==> src/rtl/cia_pkg.sv <==
// Package with the opcodes, status codes and item types of the checked ALU.
`default_nettype none
package cia_pkg;
  localparam logic [2:0] OP_ADD = 3'd0;
  localparam logic [2:0] OP_SUB = 3'd1;
  localparam logic [2:0] OP_MUL = 3'd2;
  localparam logic [2:0] OP_DIV = 3'd3;
  localparam logic [2:0] OP_REM = 3'd4;
  localparam logic [2:0] OP_EQ  = 3'd5;

  localparam logic [1:0] ST_OK   = 2'd0;
  localparam logic [1:0] ST_OVF  = 2'd1;
  localparam logic [1:0] ST_DIV0 = 2'd2;

  // Bounds of the signed 32-bit result range.
  localparam logic signed [31:0] RANGE_MAX = 32'sh7FFF_FFFF;
  localparam logic signed [31:0] RANGE_MIN = 32'sh8000_0000;

  // Unit class chosen by the front end.
  typedef enum logic [1:0] {
    KIND_NONE = 2'd0,
    KIND_ADD  = 2'd1,
    KIND_MUL  = 2'd2,
    KIND_DIV  = 2'd3
  } kind_e;

  // Classified item passed from the front end to the back end.
  typedef struct packed {
    kind_e              kind;
    logic               sub;
    logic               rem;
    logic               div0;
    logic               eq;
    logic signed [31:0] a;
    logic signed [31:0] b;
  } cmd_t;

  // Result item.
  typedef struct packed {
    logic               eq;
    logic [1:0]         status;
    logic signed [31:0] result;
  } res_t;
endpackage
`default_nettype wire

==> src/rtl/cia_front.sv <==
// Front end: accepts input items, decodes the opcode and spots zero divisors.
`default_nettype none
module cia_front (
  input  wire  logic             clk_i,
  input  wire  logic             rst_ni,
  input  wire  logic             in_valid_i,
  output logic                   in_ready_o,
  input  wire  logic [2:0]       opcode_i,
  input  wire  logic signed [31:0] a_i,
  input  wire  logic signed [31:0] b_i,
  output logic                   cmd_valid_o,
  input  wire  logic             cmd_ready_i,
  output cia_pkg::cmd_t          cmd_o
);
  import cia_pkg::*;

  logic valid_q, valid_d;
  cmd_t cmd_q, cmd_d;

  assign in_ready_o  = !valid_q || cmd_ready_i;
  assign cmd_valid_o = valid_q;
  assign cmd_o       = cmd_q;

  // Decode the opcode into a unit class and flags.
  always_comb begin
    cmd_d      = '0;
    cmd_d.a    = a_i;
    cmd_d.b    = b_i;
    cmd_d.kind = KIND_NONE;
    unique case (opcode_i)
      OP_ADD: cmd_d.kind = KIND_ADD;
      OP_SUB: begin
        cmd_d.kind = KIND_ADD;
        cmd_d.sub  = 1'b1;
      end
      OP_MUL: cmd_d.kind = KIND_MUL;
      OP_DIV, OP_REM: begin
        cmd_d.kind = KIND_DIV;
        cmd_d.rem  = (opcode_i == OP_REM);
        cmd_d.div0 = (b_i == 32'sd0);
      end
      OP_EQ: cmd_d.eq = (a_i == b_i);
      default: cmd_d.kind = KIND_NONE;
    endcase
  end

  assign valid_d = in_ready_o ? in_valid_i : valid_q;

  // Pipeline register toward the queue.
  always_ff @(posedge clk_i or negedge rst_ni) begin
    if (!rst_ni) begin
      valid_q <= 1'b0;
    end else begin
      valid_q <= valid_d;
    end
  end

  always_ff @(posedge clk_i) begin
    if (in_ready_o && in_valid_i) begin
      cmd_q <= cmd_d;
    end
  end
endmodule
`default_nettype wire

==> config.mk <==
export PLATFORM = sky130hd
export DESIGN_NAME = cia_front
export DESIGN_NICKNAME = d
export VERILOG_FILES = /design/src/rtl/cia_pkg.sv /design/src/rtl/cia_front.sv
export SDC_FILE = /design/constraint.sdc
export NUM_CORES = 1
export LEC_CHECK = 0
export BUFFER_PORTS_ARGS = -buffer_cell sky130_fd_sc_hd__buf_2
export CAP_MARGIN = 20
export CORE_MARGIN = 2
export CORE_UTILIZATION = 44
export CTS_CLUSTER_SIZE = 20
export DETAILED_ROUTE_END_ITERATION = 8
export PLACE_DENSITY = 0.79
export SLEW_MARGIN = 10
export SYNTH_ARGS = -nofsm -noshare
export SYNTH_HDL_FRONTEND = slang
export SYNTH_SLANG_ARGS = --single-unit
==> constraint.sdc <==
create_clock -name clk_i -period 3.38 [get_ports clk_i]
set_clock_uncertainty 0.2 [all_clocks]
set_input_delay 0.507 -clock clk_i [delete_from_list [all_inputs] [get_ports clk_i]]
set_output_delay 0.507 -clock clk_i [all_outputs]
set_load 0.02 [all_outputs]
# After elaboration in Yosys (flattened, before gate mapping)
# Cells that the tools add are included.
# word_totals
word_cells,23
ff_bits,71
out_inout_bits,72
# op_classes
eq_ne,6
reduce_logical,7
muxes,2
# ops
op,count
equality test 32 bit,1
zero test 32 bit,1
"equality test 3 x 2 -> 1 bit, second input constant",2
"equality test 3 bit, second input constant",2
case mux 2 bit (3 select lines),1
OR reduction 2 bit,2
"equality test 3 x 1 -> 1 bit, second input constant",1
zero test 3 bit,1
logical AND 1 bit,1
zero test 1 bit,1
logical OR 1 bit,1
two-way mux 1 bit,1

# Longest topological paths before layout
# logic_depth
ltp_word,3
ltp_mapped,4
mapped_depth_nobuf,4

# Worst setup path before layout
# Ideal clock, no wire load.
# synth_timing
path_kind,input-to-reg
startpoint,input port cmd_ready_i
endpoint,"register cmd_q (netlist bit cmd_o[0]), enable pin"
arrival_time_ps,2449
cell_stages,2
slack_ps,295
required_time_ps,2745
setup_ps,435
cell_sequence,nand2b_1 > and2_1
# synth_via
elab_chain_len,2
# synth_lines
item,line_no,rtl
from (decl),cia_front.sv:12,"input wire logic cmd_ready_i,"
logical OR 1 bit,cia_front.sv:20,assign in_ready_o = !valid_q || cmd_ready_i;
logical AND 1 bit,cia_front.sv:59,if (in_ready_o && in_valid_i) begin
to (signal assigned),cia_front.sv:60,cmd_q <= cmd_d;
to (decl),cia_front.sv:18,"cmd_t cmd_q, cmd_d;"
# No other way between the ends.
# A chain may end at the register's enable or synchronous reset.

# Worst setup path after layout
# layout_timing
startpoint,"register valid_q, in the netlist cmd_valid_o"
endpoint,output port in_ready_o
# layout_via
elab_chain_len,2
# layout_lines
item,line_no,rtl
from (decl),cia_front.sv:17,"logic valid_q, valid_d;"
from (signal assigned),cia_front.sv:54,valid_q <= valid_d;
zero test 1 bit,cia_front.sv:20,
logical OR 1 bit,cia_front.sv:20,
to (decl),cia_front.sv:7,"output logic in_ready_o,"
# No other way between the ends.

==> impl_metrics.tcl <==
set metrics [dict create \
    syn-mean-instance-area_um2 19.2 \
    layout-drive-gt1-share_pct 53.7 \
    power_switching_share_pct 24.7 \
    synthSimpleGateAreaFrac_pct 7.03 \
    synth_compound_area_share_pct 0.478 \
    io_pins 143 \
    critPathMaxFanout 3 \
    total_power_uw 1930 \
    fmax_mhz 591 \
    ys_ff_latch 71 \
    leakagePower_uw 0.00152 \
    gp_congestion 0.842 \
    cts_made_buffers 9 \
    grt_antenna_before_repair 0 \
    crit_start "cmd_valid_o" \
    grt_remaining_overflow 0 \
    dpl_cell_area_mm2 0.00344 \
    nets 362 \
    drt-total-wl_mm 6.42 \
    synthMuxAreaShare_pct 0.382 \
    critPathLaunchType "flop" \
    setup_viol 0 \
    r2r_setup_slack_ns 1.82 \
    antenna_left 0 \
    p_int_uw 1450 \
    synth_warnings 0 \
    clkLatencyLatePin_ns 0.33 \
    fillers 440 \
    wl_per_cell_um 17.3 \
    wl_met2_mm 3.18 \
    clockBufferDepth 2 \
    cts_tree "done" \
    die_h_um 81.1 \
    status "completed" \
    track_usage_pct 19.5 \
    dpl.hpwl_mm 4.96 \
    syn2layout_area_growth_pct 39.2 \
    dr_wl_met3_um 572 \
    reg2regPathDepth 3 \
    dieWidth_um 81.1 \
    max-vdd-ir-drop_mv 0.247 \
    synth_area_mm2 0.00262 \
    fin_tns_setup_ns 0 \
    drtPass1Iterations 4 \
    power_frac_comb_pct 12.6 \
    num_vias 1840 \
    multi_input_area_um2 488 \
    ys_types 17 \
    post-route-period-util_pct 50.1 \
    grt_pass1_wl_mm 8.96 \
    yosysTopAreaCell "edfxtp_1" \
    path_clk_slew_ns 0.07 \
    post_layout_nonfiller_instances 371 \
    power_density_mw_per_mm2 529 \
    rsz0062_at_grt "false" \
    rows 28 \
    synth.area.top_cells "edfxtp_1, xor2_1, nor4_1" \
    p_switching_uw 476 \
    cts_setup_buffers 0 \
    vias_per_cell 4.96 \
    top_layer "met4" \
    dp_slack_ns 1.47 \
    core_mm2 0.00585 \
    synth_cells 136 \
    r2r-end "cmd_o[11]" \
    htree_levels 3 \
    grt_pass1_vias 1763 \
    path_class "reg2out" \
    worst_slew_pin_slew_ns 0.467 \
    final_common_cell "buf_2" \
    critical_path.endpoint_type "output port" \
    numPortBuffers 142 \
    synth_fp_nets 207 \
    ys_seq_area_share_pct 81.3 \
    post-route-drc-count 0 \
    r2r-start "cmd_valid_o" \
    met1Wirelength_mm 2.57 \
    crit_path_end "in_ready_o" \
    relSlewSlack_pct 68.4 \
    final_area_mm2 0.00364 \
    critPathArrivalTime_ns 0.99 \
    n_antenna_cell 0 \
    die-area_mm2 0.00658 \
    setup_ws_ns 1.69 \
    fin_crit_ns 1.69 \
    synthXorXnorAreaFrac_pct 10.7 \
    p_clk_share_pct 33.7 \
    synthAdderAreaFrac_pct 0 \
    slew_viol_final 0 \
    cts.sinks 71 \
    initial_core_util_pct 44.7 \
    place_inst 354 \
    ff_latch_area_mm2 0.00213 \
    crit_required_ns 2.67 \
    drt_iter0_drc 121 \
    grt_max_degree 71 \
    p_seq_share_pct 53.7 \
    hold_class "in2reg" \
    mostFrequentLayoutCells "buf_2, edfxtp_1, xor2_1" \
    cts_root_buf "clkbuf_8" \
    yosysTopAreaCellShare_pct 80.3 \
    hold_violations 0 \
    maxCapViolCount 0 \
    synth_top_family_by_area "XOR/XNOR gates" \
]
[cell usage after synthesis]
| library cell | n |
|---|---|
| xor2_1 | 29 |
| mux2i_1 | 1 |
| nand3_1 | 1 |
| nor4_1 | 15 |
| nor3_2 | 1 |
| nand4_1 | 4 |
| edfxtp_1 | 70 |
| xnor2_1 | 3 |
| dfrtp_1 | 1 |
| and2_1 | 1 |
| a21o_1 | 1 |
| nor2b_1 | 2 |
| nor3_1 | 2 |
| a21oi_1 | 1 |
| nor4b_1 | 1 |
| inv_1 | 1 |
| nand2b_1 | 2 |
[routing by layer]
| metal | vias up | global-route usage (%) |
|---|---|---|
| li1 | 843 | - |
| met5 | - | 0 |
| met1 | 871 | 23.7 |
| met2 | 116 | 32.1 |
| met3 | 10 | 6.89 |
| met4 | 0 | 7.12 |
[timing repair]
action                                 CTS  global route
hold buffers                             1             0
endpoints found under the hold margin    1             0
resized for setup                        0             0
[cell families after synthesis]
group	count (synthesis)
AOI/OAI and AO/OA	2
buffers and inverters	1
and+or+nand+nor	29
muxes	1
DFF	71
xor gates and xnor gates	32
[power by group through the flow]
| stage | registers [uW] | clock network, uW | logic, uW |
|---|---|---|---|
| floorplan | 1120 | 0 | 51.5 |
| global placement | 1050 | 0 | 239 |
| detailed placement | 1060 | 0 | 243 |
| CTS | 1040 | 660 | 245 |
| global route | 1040 | 706 | 259 |
| finish | 1040 | 650 | 242 |
[state kept, by name, summed over array words and instances, names as in the netlist]
register     cells
cmd_o           70
cmd_valid_o      1
[how the worst min path moves through the flow]
stage / start / endpoint / slack (ns) / depth (start not counted)
2_1_floorplan: rst_ni / cmd_valid_o / 0.01 / 0
3_3_place_gp: rst_ni / cmd_valid_o / 0.08 / 1
3_5_place_dp: rst_ni / cmd_valid_o / 0.08 / 1
4_1_cts: a_i[3] / cmd_o[35] / 0.15 / 1
5_1_grt: a_i[22] / cmd_o[54] / 0.14 / 1
6_report: a_i[6] / cmd_o[38] / 0.17 / 1
[final cells by class]
type,instances,share of cell area [%]
clock buffer,11,3.61
clock inverter,5,1.61
inverter,1,0.103
multi-input combinational,64,13.4
sequential,71,58.4
tap,75,2.58
timing repair buffer,144,20.3
[metrics by stage]
| stage | utilization (%) | hold WS [ns] |
|---|---|---|
| after floorplan | - | 0.0114 |
| after global placement | 58.9 | 0.0827 |
| after detailed placement | 58.9 | 0.0826 |
| after CTS | 62.3 | 0.153 |
| after global routing | 62.3 | 0.144 |
| final | 62.3 | 0.167 |
[worst max-delay path, cell delays in order (launching register included)]
cell	delay (ns)
dfrtp_1	0.38
nand2b_1	0.10
buf_2	0.17
Power figures use the tool's default switching activity.
