### config.mk
export PLATFORM = sky130hd
export DESIGN_NAME = cia_queue
export DESIGN_NICKNAME = d
export VERILOG_FILES = /design/src/rtl/cia_pkg.sv /design/src/rtl/cia_queue.sv
export SDC_FILE = /design/constraint.sdc
export NUM_CORES = 1
export LEC_CHECK = 0
export ABC_CLOCK_PERIOD_IN_PS = 2710
export BUFFER_PORTS_ARGS = -buffer_cell sky130_fd_sc_hd__buf_2
export CORE_UTILIZATION = 57
export CTS_BUF_LIST = sky130_fd_sc_hd__clkbuf_16
export DETAILED_ROUTE_END_ITERATION = 6
export GPL_TIMING_DRIVEN = 0
export PLACE_DENSITY = 0.81
export SYNTH_ARGS = -nofsm -noshare
export SYNTH_HDL_FRONTEND = slang
export SYNTH_SLANG_ARGS = --single-unit
### constraint.sdc
create_clock -name clk_i -period 2.71 [get_ports clk_i]
set_input_delay 0.1355 -clock clk_i [delete_from_list [all_inputs] [get_ports clk_i]]
set_output_delay 0.1355 -clock clk_i [all_outputs]
set_load 0.02 [all_outputs]
### src/rtl/cia_pkg.sv
// Package with the opcodes, status codes and item types of the checked ALU.
`default_nettype none
package cia_pkg;
  localparam logic [2:0] OP_ADD = 3'd0;
  localparam logic [2:0] OP_SUB = 3'd1;
  localparam logic [2:0] OP_MUL = 3'd2;
  localparam logic [2:0] OP_DIV = 3'd3;
  localparam logic [2:0] OP_REM = 3'd4;
  localparam logic [2:0] OP_EQ  = 3'd5;

  localparam logic [1:0] ST_OK   = 2'd0;
  localparam logic [1:0] ST_OVF  = 2'd1;
  localparam logic [1:0] ST_DIV0 = 2'd2;

  // Bounds of the signed 32-bit result range.
  localparam logic signed [31:0] RANGE_MAX = 32'sh7FFF_FFFF;
  localparam logic signed [31:0] RANGE_MIN = 32'sh8000_0000;

  // Unit class chosen by the front end.
  typedef enum logic [1:0] {
    KIND_NONE = 2'd0,
    KIND_ADD  = 2'd1,
    KIND_MUL  = 2'd2,
    KIND_DIV  = 2'd3
  } kind_e;

  // Classified item passed from the front end to the back end.
  typedef struct packed {
    kind_e              kind;
    logic               sub;
    logic               rem;
    logic               div0;
    logic               eq;
    logic signed [31:0] a;
    logic signed [31:0] b;
  } cmd_t;

  // Result item.
  typedef struct packed {
    logic               eq;
    logic [1:0]         status;
    logic signed [31:0] result;
  } res_t;
endpackage
`default_nettype wire

### src/rtl/cia_queue.sv
// Short queue between the front end and the back end.
`default_nettype none
module cia_queue #(
  parameter int unsigned Depth = 4
) (
  input  wire  logic   clk_i,
  input  wire  logic   rst_ni,
  input  wire  logic   wr_valid_i,
  output logic         wr_ready_o,
  input  wire  cia_pkg::cmd_t wr_data_i,
  output logic         rd_valid_o,
  input  wire  logic   rd_ready_i,
  output cia_pkg::cmd_t rd_data_o
);
  import cia_pkg::*;

  localparam int unsigned PtrW = (Depth > 1) ? $clog2(Depth) : 1;

  cmd_t mem_q [Depth];
  logic [PtrW-1:0] wptr_q, wptr_d, rptr_q, rptr_d;
  logic [PtrW:0]   cnt_q, cnt_d;
  logic wr_en, rd_en;

  assign wr_ready_o = (cnt_q != (PtrW+1)'(Depth));
  assign rd_valid_o = (cnt_q != '0);
  assign rd_data_o  = mem_q[rptr_q];
  assign wr_en      = wr_valid_i && wr_ready_o;
  assign rd_en      = rd_valid_o && rd_ready_i;

  // Pointer and fill count update with wrap at the depth.
  always_comb begin
    wptr_d = wptr_q;
    rptr_d = rptr_q;
    if (wr_en) begin
      wptr_d = (wptr_q == PtrW'(Depth - 1)) ? '0 : wptr_q + 1'b1;
    end
    if (rd_en) begin
      rptr_d = (rptr_q == PtrW'(Depth - 1)) ? '0 : rptr_q + 1'b1;
    end
    cnt_d = cnt_q + (PtrW+1)'(wr_en) - (PtrW+1)'(rd_en);
  end

  always_ff @(posedge clk_i or negedge rst_ni) begin
    if (!rst_ni) begin
      wptr_q <= '0;
      rptr_q <= '0;
      cnt_q  <= '0;
    end else begin
      wptr_q <= wptr_d;
      rptr_q <= rptr_d;
      cnt_q  <= cnt_d;
    end
  end

  always_ff @(posedge clk_i) begin
    if (wr_en) begin
      mem_q[wptr_q] <= wr_data_i;
    end
  end
endmodule
`default_nettype wire

# --- Word level (Yosys, flattened, before mapping) ---
# Memories as Yosys holds them, arrays and structs flattened.
# Cells that the tools add are included.
op_classes:
  add_sub_neg: 4
  eq_ne: 3
  muxes: 4
  reduce_logical: 3
op_table:
  columns: ["op", "count"]
  rows:
  - ["adder 2 x 1 -> 2 bit, second input constant", 2]
  - ["== test 2 bit, second input constant", 2]
  - ["2-to-1 mux 2 bit", 2]
  - ["adder 3 x 1 -> 3 bit", 1]
  - ["!= test 3 bit, second input constant", 1]
  - ["nonzero test 3 bit", 1]
  - ["subtractor 3 x 1 -> 3 bit", 1]
  - ["logical AND 1 bit", 2]
  - ["2-to-1 mux 1 bit", 2]
totals:
  ff_bits: 7
  ram_bits: 280
  input_bits: 74
  output_inout_bits: 72
  wordCells: 18
  memories: 1
memory_table:
  columns: ["memory", "depth", "width", "rd", "rd_clocked_by_memory_dff", "wr", "line_no", "text"]
  rows:
  - ["mem_q", 4, 70, 1, 0, 1, "cia_queue.sv:19", "cmd_t mem_q [Depth];"]

# --- Logic depth before layout (Yosys ltp) ---
depth:
  depth_word: 4
  mapped_depth: 10
  ltp_nobuf: 10

# --- Worst setup path before layout ---
# OpenSTA, ideal clock, no wires.
synth_path:
  path_kind: "flip-flop to flip-flop"
  from: "register cnt_q[1]"
  to: "register cnt_q[2]"
  setup_ns: 0.123
  arrival_time_ns: 2.227
  required_ns: 2.587
  path_slack_ns: 0.361
  stages_incl_launch_ff: 11
  synth_period_minus_slack_ns: 2.349
  cell_sequence: "dfrtp_1 or3_2 nand2_1 inv_1 ha_1 inv_1 ha_1 inv_1 fa_1 xnor2_1 xnor2_1"
synth_rtl:
  columns: ["item", "line_no", "text"]
  rows:
  - ["start: declaration", "cia_queue.sv:21", "logic [PtrW:0] cnt_q, cnt_d;"]
  - ["start signal: assignment", "cia_queue.sv:51", "cnt_q <= cnt_d;"]
  - ["nonzero test 3 bit", "cia_queue.sv:25", "assign rd_valid_o = (cnt_q != '0);"]
  - ["via rd_valid_o", "cia_queue.sv:11", "output logic rd_valid_o,"]
  - ["logical AND 1 bit", "cia_queue.sv:28", "assign rd_en = rd_valid_o && rd_ready_i;"]
  - ["via rd_en", "cia_queue.sv:22", "logic wr_en, rd_en;"]
  - ["subtractor 3 x 1 -> 3 bit", "cia_queue.sv:40", "cnt_d = cnt_q + (PtrW+1)'(wr_en) - (PtrW+1)'(rd_en);"]
  - ["via cnt_d[2]", "cia_queue.sv:21", null]
# The timed path passes the listed nets, and every way through them passes these cells.
# A chain may end at the register's enable or synchronous reset.

# --- Final worst setup path ---
layout_path:
  from: "register cnt_q[1]"
  to: "register cnt_q[2]"
layout_rtl:
  columns: ["item", "line_no"]
  rows:
  - ["nonzero test 3 bit", "cia_queue.sv:25"]
  - ["logical AND 1 bit", "cia_queue.sv:28"]
  - ["via rd_en", "cia_queue.sv:22"]
  - ["subtractor 3 x 1 -> 3 bit", "cia_queue.sv:40"]
  - ["via cnt_d[2]", "cia_queue.sv:21"]
# The timed path passes the listed nets, and every way through them passes these cells.

==> metrics.txt <==
internal reg-to-reg setup slack ~0.14 ns; Hold Startpoint rd_ready_i; Synth top area share about 80%; Compound-Gate Fraction of Synth Area 0%; Mean Syn Cell Area 26.0 µm²; insertion delay to the later sink of the worst-skew pair 0.53 ns; TNS Setup 0 ns; slew of the pin with the lowest slew margin about 0.67 ns; fillers 1007; mux cell area share after synthesis 15.5%; top cells by area, synth edfxtp_1 80%, mux4_2 15%, dfrtp_1 1.7%; Sequential Power Share 40.8%; xor and xnor area share after synthesis less than 1%; largest family of logic cells by synthesized area multiplexers; Synth Instances a little over 400; post-CTS setup buffer count 0; min Tclk post-route 2.57 ns; Comb power frac between 30% and 40%; GRT Overall Usage 20.9%; max_slew headroom 55.4%; R2R Path End cnt_q[2]$_DFF_PN0_; VDD IR max 0.000991 V; DR pass1 iterations 4; hold depth 3; clk sinks 287; Unique masters post-synth 18; Routability Congestion 0.733; largest net degree at the start of global routing 49; Synth area leader edfxtp_1; Post-DRT Antenna Nets 0; CP arrival 3.02 ns; simple-gate area share of the yosys netlist 0.654%; WL/cell around 21 µm; initial core utilization 58.4%; crit-path max FO 4; final-report hold violation count 0; Power Density 1110 nW/µm²; mapped cell area roughly 11000 µm²; final core area utilization 74.2%; Synth Register Bits 287; Via Count 5060; clock root buffer clkbuf_16; initial antenna violation count 0; unrepaired setup endpoints after global routing false; grt total ovfl 0; Via density roughly 5.6; Boundary Pins about 150; Final Cycle Share 94.8%; Post-DP HPWL 11000 µm; first-pass GRT wire length about 29000 µm; Syn Nets 486; Site Rows 49; skew final 0.0147 ns; path depth of the worst reg2reg path 10; path type of the worst setup path reg -> reg; hold_buf cts 72; Internal Pwr Total about 0.010 W; post-CTS resize count 0; final setup violation count 0; CP required 3.16 ns; r2r startpoint cnt_q[1]$_DFF_PN0_; I/O Buffers 145; Lkg Pwr around 4.7 nW; vias in the first global route 5386; Die ar. around 19000 µm²; CTS buffer count 28; CTS clk-pin slew, worst paths approximately 0.06 ns; Switching Fraction between 30% and 40%; CTS tree done; commonest cells after routing, fill and taps aside 280 x edfxtp_1, 148 x buf_2, 72 x dlygate4sd3_1; area grow syn2layout 27.0%; Post-Synth Adder-Cell Area ~1.0%; status completed; WHS Endpoint rptr_q[0]$_DFFE_PN0P_; drc violations 0; NumNets Final 737; commonest non-fill, non-tap cell in the layout edfxtp_1; CP startpoint cnt_q[1]$_DFF_PN0_; kind of end point of the critical path flip-flop; Net Switching 0.00458 W; Detailed Route WL roughly 19000 µm; H-tree depth 1; DIE WIDTH 138 µm; startpoint types flip-flop; CORE AREA around 18000 µm²; Synthesis Warnings 0; clock buffer depth 3; Hold WC Path Type in -> reg; share of layout cells above drive strength 1 between 40% and 50%; Die Y 138 µm; sequential area share after synthesis 81.6%; final slew viol count 0; Clock power frac 27.1%; Max Freq 0.389 GHz; Max Cap Violations 0; DRT iter0 DRCs 267
==> power by group through the flow <==
stage          combinational (W)  sequential, W  clock [W]
2_1_floorplan            0.00324        0.00610          0
5_1_grt                  0.00513        0.00615    0.00424
4_1_cts                  0.00486        0.00608    0.00409
6_report                 0.00477        0.00608    0.00404
3_3_place_gp             0.00454        0.00615          0
3_5_place_dp             0.00476        0.00617          0
==> critical path, stage by stage (launching register included) <==
cell and delay (ns):
dfrtp_1 0.44, or3_2 0.50, nand2_1 0.18, inv_1 0.08, ha_1 0.29, inv_1 0.08
ha_1 0.13, inv_1 0.05, fa_1 0.39, xnor2_1 0.20, xnor2_1 0.15
==> synthesized netlist by cell type <==
library cell / n
clkbuf_1: 6
ha_1: 7
dfrtp_1: 7
inv_1: 7
edfxtp_1: 280
buf_4: 7
fa_1: 1
nor2_1: 2
or3_2: 1
and3_2: 4
nand2_1: 1
mux2_2: 2
buf_2: 3
xnor2_1: 2
and2_4: 1
mux4_2: 70
mux2_4: 2
or3b_4: 1
==> cell type report <==
class                      count  area, µm²  share of cell area (%)
antenna                        1       2.50                  0.0187
buffer                        16       90.1                   0.674
clock buffer                  29        726                    5.43
clock inverter                23        259                    1.94
inverter                       7       26.3                   0.197
multi-input combinational     94       1840                    13.7
sequential                   287       8580                    64.2
tap                          229        287                    2.14
timing repair buffer         221       1560                    11.6
==> flip-flops by register name (all words and copies together), names as in the netlist <==
register  flops
mem_q       280
cnt_q         3
rptr_q        2
wptr_q        2
==> cell families (layout without fill, tap and decap cells) <==
| group | count (synthesis) | in the layout |
|---|---|---|
| flip-flops | 287 | 287 |
| XOR/XNOR | 2 | 2 |
| multiplexers | 74 | 74 |
| AND/OR/NAND/NOR | 10 | 10 |
| other | 0 | 1 |
| buffers and inverters | 23 | 296 |
| adder cells (fa/ha/maj) | 8 | 8 |
==> worst max path at each step <==
stage | end | slack (ns) | cells past startpoint
after floorplan | cnt_q[2]$_DFF_PN0_ | 0.36 | 10
after global placement | mem_q[0][11]$_DFFE_PP_ | 0.1 | 2
after detailed placement | cnt_q[2]$_DFF_PN0_ | 0.27 | 10
after CTS | cnt_q[2]$_DFF_PN0_ | 0.22 | 10
after global routing | cnt_q[2]$_DFF_PN0_ | 0.05 | 10
final | cnt_q[2]$_DFF_PN0_ | 0.14 | 10
==> metrics by stage <==
step / cell area (µm²) / instances / hold WS, ns / total power (W) / worst slack [ns]
after floorplan: 10500 / 404 / -0.160 / 0.00935 / 0.361
after global placement: 11500 / 778 / -0.0307 / 0.0107 / 0.0971
after detailed placement: 11700 / 782 / -0.0133 / 0.0109 / 0.270
after CTS: 13400 / 906 / 0.0161 / 0.0150 / 0.222
after global routing: 13400 / 906 / 0.0558 / 0.0155 / 0.0457
final: 13400 / 907 / 0.0651 / 0.0149 / 0.141
==> metal layers <==
metal  routed length (µm)  vias to the layer above  global-route usage, %
met5                    0                        -                      0
met4                  283                        0                   5.25
met3                 1270                       24                   4.57
met2                 9980                      180                   36.0
met1                 7860                     2614                   27.4
li1                     -                     2242                      -
(Power assumes the default switching activity.)
